$ cat src/rtl/drsd_pkg.sv
`timescale 1ns / 1ps
// Shared types, codes and constants of the demo record stream deframer.
package drsd_pkg;

    localparam int unsigned FILE_LEN_W     = 20;
    localparam int unsigned WPOS_W         = 18;
    localparam int unsigned CNT_W          = 18;
    localparam int unsigned RECS_W         = 10;
    localparam int unsigned CPF_W          = 3;

    localparam logic [31:0] MAX_FILE_BYTES = 32'd1048576;
    localparam logic [31:0] HDR_BYTES      = 32'd232;
    localparam logic [31:0] PAD_ROUND      = 32'd15;
    localparam logic [31:0] CPF_MAX        = 32'd4;

    localparam logic [WPOS_W-1:0] HDR_LAST_WORD = WPOS_W'(232 / 4 - 1);
    localparam logic [WPOS_W-1:0] W_STAGE       = WPOS_W'(16 / 4);
    localparam logic [WPOS_W-1:0] W_CMDS        = WPOS_W'(24 / 4);
    localparam logic [WPOS_W-1:0] W_STORED      = WPOS_W'(128 / 4);

    typedef enum logic [2:0] {
        KIND_HEADER  = 3'd0,
        KIND_BLOCK   = 3'd1,
        KIND_RECORD  = 3'd2,
        KIND_END     = 3'd3,
        KIND_REJECT  = 3'd4,
        KIND_IGNORED = 3'd5
    } kind_t;

    typedef struct packed {
        logic [31:0] file_word;
        logic [7:0]  our_seed_byte;
    } item_t;

    typedef struct packed {
        kind_t              kind;
        logic signed [7:0]  stick_x;
        logic signed [7:0]  stick_y;
        logic [15:0]        pad_word;
        logic               seed_match;
        logic [31:0]        stage_number;
        logic [CNT_W-1:0]   blocks_seen;
        logic [CNT_W-1:0]   frames_seen;
        logic [CNT_W-1:0]   agree_total;
        logic [CNT_W-1:0]   checked_total;
        logic [CNT_W-1:0]   first_mismatch_block;
        logic               first_mismatch_valid;
    } result_t;

endpackage

$ cat src/rtl/demo_record_stream_deframer_top.sv
`timescale 1ns / 1ps
// Top level of the demo record stream deframer.
// Pipeline: an accepted beat passes two register stages, the input register and then
//   the result register, before its result shows at out_valid.
// Throughput: one word per cycle unless the output stalls; parsing is combinational.
// Reset: rst_n is asynchronous and active low; it clears both stages, file_length,
//   the parse state and every counter. No clearing pass is needed.
module demo_record_stream_deframer_top (
    input  logic                            clk,
    input  logic                            rst_n,
    input  logic                            cfg_wr_en,
    input  logic [drsd_pkg::FILE_LEN_W-1:0] cfg_wr_data,
    input  logic                            in_valid,
    output logic                            in_ready,
    input  logic [31:0]                     file_word,
    input  logic [7:0]                      our_seed_byte,
    output logic                            out_valid,
    input  logic                            out_ready,
    output logic [2:0]                      kind,
    output logic signed [7:0]               stick_x,
    output logic signed [7:0]               stick_y,
    output logic [15:0]                     pad_word,
    output logic                            seed_match,
    output logic [31:0]                     stage_number,
    output logic [drsd_pkg::CNT_W-1:0]      blocks_seen,
    output logic [drsd_pkg::CNT_W-1:0]      frames_seen,
    output logic [drsd_pkg::CNT_W-1:0]      agree_total,
    output logic [drsd_pkg::CNT_W-1:0]      checked_total,
    output logic [drsd_pkg::CNT_W-1:0]      first_mismatch_block,
    output logic                            first_mismatch_valid
);
    import drsd_pkg::*;

    item_t   in_item;
    item_t   held_item;
    logic    held_valid;
    logic    advance;
    logic    fire;
    result_t step_res;
    result_t out_res;

    // Pack the input fields into one beat.
    assign in_item.file_word     = file_word;
    assign in_item.our_seed_byte = our_seed_byte;

    // The held word is parsed in the cycle the result register can take it;
    // parse state advances only then, so a stall on the output freezes everything.
    assign fire = held_valid && advance;

    drsd_in_stage u_in (
        .clk        (clk),
        .rst_n      (rst_n),
        .in_valid   (in_valid),
        .in_ready   (in_ready),
        .in_item    (in_item),
        .take       (advance),
        .item_valid (held_valid),
        .item       (held_item)
    );

    drsd_parser u_parser (
        .clk         (clk),
        .rst_n       (rst_n),
        .cfg_wr_en   (cfg_wr_en),
        .cfg_wr_data (cfg_wr_data),
        .fire        (fire),
        .item        (held_item),
        .res         (step_res)
    );

    drsd_out_stage u_out (
        .clk       (clk),
        .rst_n     (rst_n),
        .load      (held_valid),
        .res_in    (step_res),
        .out_ready (out_ready),
        .out_valid (out_valid),
        .advance   (advance),
        .res_out   (out_res)
    );

    // Unpack the result beat onto the field ports.
    assign kind                 = out_res.kind;
    assign stick_x              = out_res.stick_x;
    assign stick_y              = out_res.stick_y;
    assign pad_word             = out_res.pad_word;
    assign seed_match           = out_res.seed_match;
    assign stage_number         = out_res.stage_number;
    assign blocks_seen          = out_res.blocks_seen;
    assign frames_seen          = out_res.frames_seen;
    assign agree_total          = out_res.agree_total;
    assign checked_total        = out_res.checked_total;
    assign first_mismatch_block = out_res.first_mismatch_block;
    assign first_mismatch_valid = out_res.first_mismatch_valid;

endmodule

$ cat src/rtl/drsd_in_stage.sv
`timescale 1ns / 1ps
// Input register: holds one accepted beat until the parser consumes it.
module drsd_in_stage (
    input  logic           clk,
    input  logic           rst_n,
    input  logic           in_valid,
    output logic           in_ready,
    input  drsd_pkg::item_t in_item,
    input  logic           take,
    output logic           item_valid,
    output drsd_pkg::item_t item
);
    import drsd_pkg::*;

    logic  valid_reg;
    item_t item_reg;

    // Free when empty or when the held beat leaves this cycle.
    assign in_ready   = !valid_reg || take;
    assign item_valid = valid_reg;
    assign item       = item_reg;

    always_ff @(posedge clk or negedge rst_n)
    begin
        if (!rst_n)
        begin
            valid_reg <= 1'b0;
        end
        else if (in_ready)
        begin
            valid_reg <= in_valid;
        end
    end

    always_ff @(posedge clk)
    begin
        if (in_ready && in_valid)
        begin
            item_reg <= in_item;
        end
    end

endmodule

$ cat src/rtl/drsd_parser.sv
`timescale 1ns / 1ps
// Parse state, counters and the single-word step that forms each result.
module drsd_parser (
    input  logic                            clk,
    input  logic                            rst_n,
    input  logic                            cfg_wr_en,
    input  logic [drsd_pkg::FILE_LEN_W-1:0] cfg_wr_data,
    input  logic                            fire,
    input  drsd_pkg::item_t                 item,
    output drsd_pkg::result_t               res
);
    import drsd_pkg::*;

    typedef enum logic [2:0] {
        PH_HEADER,
        PH_BLOCK,
        PH_RECORD,
        PH_DONE,
        PH_REJECT
    } phase_t;

    phase_t             phase_reg, phase_next;
    logic [FILE_LEN_W-1:0] flen_reg;
    logic [WPOS_W-1:0]  wpos_reg, wpos_next;
    logic [RECS_W-1:0]  recs_left_reg, recs_left_next;
    logic [CPF_W-1:0]   cpf_reg, cpf_next;
    logic [31:0]        stored_reg, stored_next;
    logic [31:0]        stage_reg, stage_next;
    logic [CNT_W-1:0]   block_cnt_reg, block_cnt_next;
    logic [CNT_W-1:0]   frame_cnt_reg, frame_cnt_next;
    logic [CNT_W-1:0]   agree_cnt_reg, agree_cnt_next;
    logic [CNT_W-1:0]   check_cnt_reg, check_cnt_next;
    logic [CNT_W-1:0]   mis_idx_reg, mis_idx_next;
    logic               mis_seen_reg, mis_seen_next;

    logic [31:0]        w;
    logic [31:0]        flen32;
    logic [31:0]        padded;
    logic [7:0]         speed, count, seed;
    logic [RECS_W-1:0]  recs;
    logic [FILE_LEN_W:0] hdr_end;
    logic [FILE_LEN_W:0] blk_end;
    logic               len_bad;

    assign w      = item.file_word;
    assign flen32 = 32'(flen_reg);
    assign speed  = w[31:24];
    assign count  = w[23:16];
    assign seed   = w[15:8];
    assign recs   = RECS_W'(cpf_reg) * RECS_W'(count);
    assign hdr_end = {1'b0, wpos_reg, 2'b00} + (FILE_LEN_W + 1)'(4);
    assign blk_end = hdr_end + (FILE_LEN_W + 1)'({recs, 2'b00});
    assign len_bad = (flen32 <= HDR_BYTES) || (flen32 > MAX_FILE_BYTES);
    // Stored length as it stands after this header word, rounded up to 16.
    assign padded  = (((wpos_reg == W_STORED) ? w : stored_reg) + PAD_ROUND) & ~PAD_ROUND;

    always_comb
    begin
        phase_next     = phase_reg;
        wpos_next      = wpos_reg;
        recs_left_next = recs_left_reg;
        cpf_next       = cpf_reg;
        stored_next    = stored_reg;
        stage_next     = stage_reg;
        block_cnt_next = block_cnt_reg;
        frame_cnt_next = frame_cnt_reg;
        agree_cnt_next = agree_cnt_reg;
        check_cnt_next = check_cnt_reg;
        mis_idx_next   = mis_idx_reg;
        mis_seen_next  = mis_seen_reg;

        res.kind       = KIND_IGNORED;
        res.stick_x    = '0;
        res.stick_y    = '0;
        res.pad_word   = '0;
        res.seed_match = 1'b0;

        unique case (phase_reg)
            PH_HEADER:
            begin
                if (len_bad)
                begin
                    phase_next = PH_REJECT;
                    res.kind   = KIND_REJECT;
                end
                else
                begin
                    res.kind = KIND_HEADER;
                    if (wpos_reg == W_STAGE)
                    begin
                        stage_next = w;
                    end
                    if (wpos_reg == W_CMDS)
                    begin
                        cpf_next = (w >= 32'd1 && w <= CPF_MAX) ? w[CPF_W-1:0] : '0;
                    end
                    if (wpos_reg == W_STORED)
                    begin
                        stored_next = w;
                    end
                    wpos_next = wpos_reg + 1'b1;
                    if (wpos_reg >= HDR_LAST_WORD)
                    begin
                        if (padded != flen32 || cpf_next == '0)
                        begin
                            phase_next = PH_REJECT;
                            res.kind   = KIND_REJECT;
                        end
                        else
                        begin
                            phase_next = PH_BLOCK;
                        end
                    end
                end
            end
            PH_BLOCK:
            begin
                if (hdr_end > {1'b0, flen_reg} || (count == '0 && speed == '0)
                    || blk_end > {1'b0, flen_reg})
                begin
                    phase_next = PH_DONE;
                    res.kind   = KIND_END;
                end
                else
                begin
                    res.kind       = KIND_BLOCK;
                    check_cnt_next = check_cnt_reg + 1'b1;
                    if (seed == item.our_seed_byte)
                    begin
                        agree_cnt_next = agree_cnt_reg + 1'b1;
                        res.seed_match = 1'b1;
                    end
                    else if (!mis_seen_reg)
                    begin
                        mis_seen_next = 1'b1;
                        mis_idx_next  = block_cnt_reg;
                    end
                    block_cnt_next = block_cnt_reg + 1'b1;
                    recs_left_next = recs;
                    phase_next     = (recs != '0) ? PH_RECORD : PH_BLOCK;
                    wpos_next      = wpos_reg + 1'b1;
                end
            end
            PH_RECORD:
            begin
                res.kind       = KIND_RECORD;
                res.stick_x    = w[31:24];
                res.stick_y    = w[23:16];
                res.pad_word   = {w[7:0], w[15:8]};
                frame_cnt_next = frame_cnt_reg + 1'b1;
                wpos_next      = wpos_reg + 1'b1;
                if (recs_left_reg != '0)
                begin
                    recs_left_next = recs_left_reg - 1'b1;
                end
                if (recs_left_next == '0)
                begin
                    phase_next = PH_BLOCK;
                end
            end
            PH_DONE, PH_REJECT:
            begin
                res.kind = KIND_IGNORED;
            end
            default:
            begin
                res.kind = KIND_IGNORED;
            end
        endcase

        res.stage_number         = stage_next;
        res.blocks_seen          = block_cnt_next;
        res.frames_seen          = frame_cnt_next;
        res.agree_total          = agree_cnt_next;
        res.checked_total        = check_cnt_next;
        res.first_mismatch_block = mis_idx_next;
        res.first_mismatch_valid = mis_seen_next;
    end

    always_ff @(posedge clk or negedge rst_n)
    begin
        if (!rst_n)
        begin
            flen_reg <= '0;
        end
        else if (cfg_wr_en)
        begin
            flen_reg <= cfg_wr_data;
        end
    end

    always_ff @(posedge clk or negedge rst_n)
    begin
        if (!rst_n)
        begin
            phase_reg     <= PH_HEADER;
            wpos_reg      <= '0;
            recs_left_reg <= '0;
            cpf_reg       <= '0;
            stored_reg    <= '0;
            stage_reg     <= '0;
            block_cnt_reg <= '0;
            frame_cnt_reg <= '0;
            agree_cnt_reg <= '0;
            check_cnt_reg <= '0;
            mis_idx_reg   <= '0;
            mis_seen_reg  <= 1'b0;
        end
        else if (fire)
        begin
            phase_reg     <= phase_next;
            wpos_reg      <= wpos_next;
            recs_left_reg <= recs_left_next;
            cpf_reg       <= cpf_next;
            stored_reg    <= stored_next;
            stage_reg     <= stage_next;
            block_cnt_reg <= block_cnt_next;
            frame_cnt_reg <= frame_cnt_next;
            agree_cnt_reg <= agree_cnt_next;
            check_cnt_reg <= check_cnt_next;
            mis_idx_reg   <= mis_idx_next;
            mis_seen_reg  <= mis_seen_next;
        end
    end

endmodule

$ cat src/rtl/drsd_out_stage.sv
`timescale 1ns / 1ps
// Result register: holds one result beat until the consumer takes it.
module drsd_out_stage (
    input  logic              clk,
    input  logic              rst_n,
    input  logic              load,
    input  drsd_pkg::result_t res_in,
    input  logic              out_ready,
    output logic              out_valid,
    output logic              advance,
    output drsd_pkg::result_t res_out
);
    import drsd_pkg::*;

    logic    valid_reg;
    result_t res_reg;

    // Open to a new result when empty or when the held one is taken now.
    assign advance   = !valid_reg || out_ready;
    assign out_valid = valid_reg;
    assign res_out   = res_reg;

    always_ff @(posedge clk or negedge rst_n)
    begin
        if (!rst_n)
        begin
            valid_reg <= 1'b0;
            res_reg   <= '0;
        end
        else if (advance)
        begin
            valid_reg <= load;
            if (load)
            begin
                res_reg <= res_in;
            end
        end
    end

endmodule

$ cat config.mk
export PLATFORM = sky130hd
export DESIGN_NAME = demo_record_stream_deframer_top
export DESIGN_NICKNAME = d
export VERILOG_FILES = /design/src/rtl/drsd_pkg.sv /design/src/rtl/demo_record_stream_deframer_top.sv /design/src/rtl/drsd_in_stage.sv /design/src/rtl/drsd_parser.sv /design/src/rtl/drsd_out_stage.sv
export SDC_FILE = /design/constraint.sdc
export NUM_CORES = 1
export LEC_CHECK = 0
export BUFFER_PORTS_ARGS = -buffer_cell sky130_fd_sc_hd__clkbuf_2
export CAP_MARGIN = 20
export CORE_MARGIN = 4
export CORE_UTILIZATION = 57
export CTS_CLUSTER_DIAMETER = 40
export DETAILED_ROUTE_END_ITERATION = 10
export GPL_TIMING_DRIVEN = 0
export PLACE_DENSITY = 0.9
export SLEW_MARGIN = 30
export SYNTH_ARGS = -nofsm -noshare
export SYNTH_HDL_FRONTEND = slang
export SYNTH_SLANG_ARGS = --single-unit
$ cat constraint.sdc
create_clock -name clk -period 11.4 [get_ports clk]
set_clock_uncertainty 0.1 [all_clocks]
set_input_delay 2.28 -clock clk [delete_from_list [all_inputs] [get_ports clk]]
set_output_delay 2.28 -clock clk [all_outputs]
set_load 0.02 [all_outputs]
==> impl_metrics.toml <==
[run_status]
status = "completed"

[route]
num_vias = 14000
wl_um = 47600
final_antenna_net_count = 0
post_drt_wl_per_cell_um = 21.1
vias_per_cell = 6.20
drtIter0Drc = 1358
drc_errors = 0
firstDrtPassIters = 6

[layout]
layout_common_cells = "247 x dfrtp_1, 223 x clkbuf_2, 152 x nand2_1"
nets = 1986
fill_cells = 2007
num_antenna_cells = 0
final_common_cell = "dfrtp_1"
areaGrowthSynthToFinish_pct = 19.6
multi_input_area_um2 = 8230
final-seq-area_um2 = 7380
largest_reg_flops = 40
layout-drive-gt1-share = 0.232

[yosys]
syn_inst = 1579
async_flop_share = 0.861
synth_enable_flop_cells = 40
synth-seq-cells = 287
yosys_warnings = 0
synthFlopType = "dfrtp_1"
yosysSeqAreaShare = 0.456
syn-cell-area_um2 = 16200
avgSynthCellArea_um2 = 10.3
ys_types = 82
synth_nets = 1716

[power_and_ir_drop]
clkPwrFrac = 0.523
p_comb_frac = 0.053
pwr-share-seq = 0.424
ir_drop_mv = 0.128
leakagePower_nw = 9.39
finalPower_mw = 2.54
power_density_nw_per_um2 = 131
p_switching_mw = 0.597
sw_frac_of_total = 0.235
power.internal_mw = 1.95

[grt]
track_usage = 0.303
grt_use_met3 = 0.0537
top_usage_layer = "met2"
grt_overflow = 0
grt_max_degree = 80
grt_pass1_wl_um = 76400
grtUsageMet2 = 0.492
grt_pass1_vias = 14100
antenna_found_initial = 1
use_met1 = 0.417

[min_path]
hold_class = "reg -> reg"

[floorplan]
ios = 226
rows = 61
core_area_um2 = 27900
initial_core_util = 0.580
die-area_um2 = 31200
die_h_um = 177
die_x_um = 177

[placed_design]
gp_congestion = 0.980
io_buffers = 224
dp_hpwl_um = 34900

[clocking]
clock-sinks = 287
cts_resized = 0
cts_made_buffers = 40
htreeDepth = 2
cts_max_path_buffers = 3
cts.clk_slew.worst_paths_ps = 60
cts_tree = "yes"
root_buffer = "clkbuf_16"
post_cts_buffers = 0
cts-hold-fix-buffers = 0
clock_latency_ps = 540

[sta]
finalCritPeriodShare = 0.722
min_period_ps = 8230
slew_violations = 0
worst_pin_slew_ps = 898
hold_violations = 0
slew_headroom = 0.386
fmax_ghz = 0.122
setup_tns_ps = 0
setup_viol = 0
rsz0062_at_grt = "no"

[setup_path]
end_kind = "flop"
cp.required_ps = 11690
cp_max_fo = 10
cp.arrival_ps = 8520
critPathKind = "reg -> reg"
cp-start-kind = "flop"

[job]
cap_violations = 0
-- area by class of cell --
cell class / instances / share of cell area
Clock inverter: 24 / 0.0175
Inverter: 60 / 0.0116
Clock buffer: 49 / 0.0577
Timing Repair Buffer: 228 / 0.0636
Sequential cell: 287 / 0.381
Multi-Input combinational cell: 1153 / 0.425
Tap cell: 378 / 0.0244
Buffer: 79 / 0.0189
-- Yosys cell counts (all sizes together), types with 9 or more instances --
cell type  number  area share
xor2           64       0.035
nor2b          19      0.0073
ha             64       0.049
clkbuf         49       0.011
dfrtp         247        0.38
inv            60       0.014
nand2b          9      0.0035
a22o           29       0.016
a21o           14      0.0065
nor4           34       0.014
and2           17      0.0066
o211ai          9      0.0042
and4           12      0.0065
nor2           98       0.024
buf            30       0.011
edfxtp         40       0.074
mux2           88       0.064
nand3          63       0.020
nand2         154       0.037
or3            13      0.0050
and3           30       0.012
o21ai          61       0.019
a21oi          50       0.016
nor3           56       0.019
nand4          38       0.015
xnor2          87       0.047
mux2i          13      0.0080
-- worst max-delay path: stages (launching register included) --
cell and delay, ps:
edfxtp_1 550, clkbuf_1 530, nand2_1 160, fa_1 580, inv_1 80, ha_1 300
a21o_1 180, a211o_1 320, a2111oi_0 410, nor3_1 160, xnor2_1 530, ha_1 380
a21oi_1 330, o211ai_1 180, and3b_1 290, nor2_1 140, ha_1 250, nand4_1 150
nor3_1 80, a21boi_0 130, o41a_1 310, o21ai_0 360, and3_1 250, buf_6 130
nand2_4 90, nor3_4 540, buf_8 240, mux2_4 310
-- per-layer routing --
metal,up-vias,part of all wire,wire length (um)
li1,6259,-,-
met2,793,0.47,22500
met4,2,0.033,1560
met5,-,0.00017,8
met3,135,0.096,4590
met1,6809,0.40,19000
-- worst paths after layout --
| kind | startpoint | end | slack, ps | cells past startpoint |
|---|---|---|---|---|
| max | u_in.item[25] | u_parser.mis_idx_reg[12] | 3170 | 27 |
| min reg2reg | u_parser.frame_cnt_reg[17] | u_parser.frame_cnt_reg[17] | 370 | 1 |
| min in group asynchronous | rst_n | u_parser.frame_cnt_reg[11] | 1590 | 1 |
| min | u_parser.frame_cnt_reg[17] | u_parser.frame_cnt_reg[17] | 370 | 1 |
| max in group asynchronous | rst_n | u_parser.wpos_reg[3] | 8600 | 3 |
| max reg2reg | u_in.item[25] | u_parser.mis_idx_reg[12] | 3170 | 27 |
-- logic make-up after synthesis --
family | synth area share
muxes | 0.0743
and+or+nand+nor | 0.180
DFF | 0.456
xor gates and xnor gates | 0.0821
buffers and inverters | 0.0366
AOI/OAI and AO/OA | 0.111
adders and majority gates | 0.0594
-- power by group through the flow --
stage	registers [mW]	clock network, mW	logic [mW]
detailed placement	1.09	0	0.132
global placement	1.09	0	0.121
finish	1.08	1.33	0.135
floorplan	1.09	0	0.0649
global route	1.08	1.40	0.148
CTS	1.08	1.34	0.133
-- through the flow --
stage          setup WS (ps)  hold slack, ps  cell area [um^2]   util  std cells
2_1_floorplan           5200             372             16200      -       1579
3_3_place_gp            3120             354             17800  0.637       2181
3_5_place_dp            3420             358             17900  0.641       2185
4_1_cts                 3360             369             19400  0.693       2258
5_1_grt                 2970             375             19400  0.693       2258
6_report                3170             369             19400  0.693       2258
Note: power is estimated with default switching activity, not from simulation.
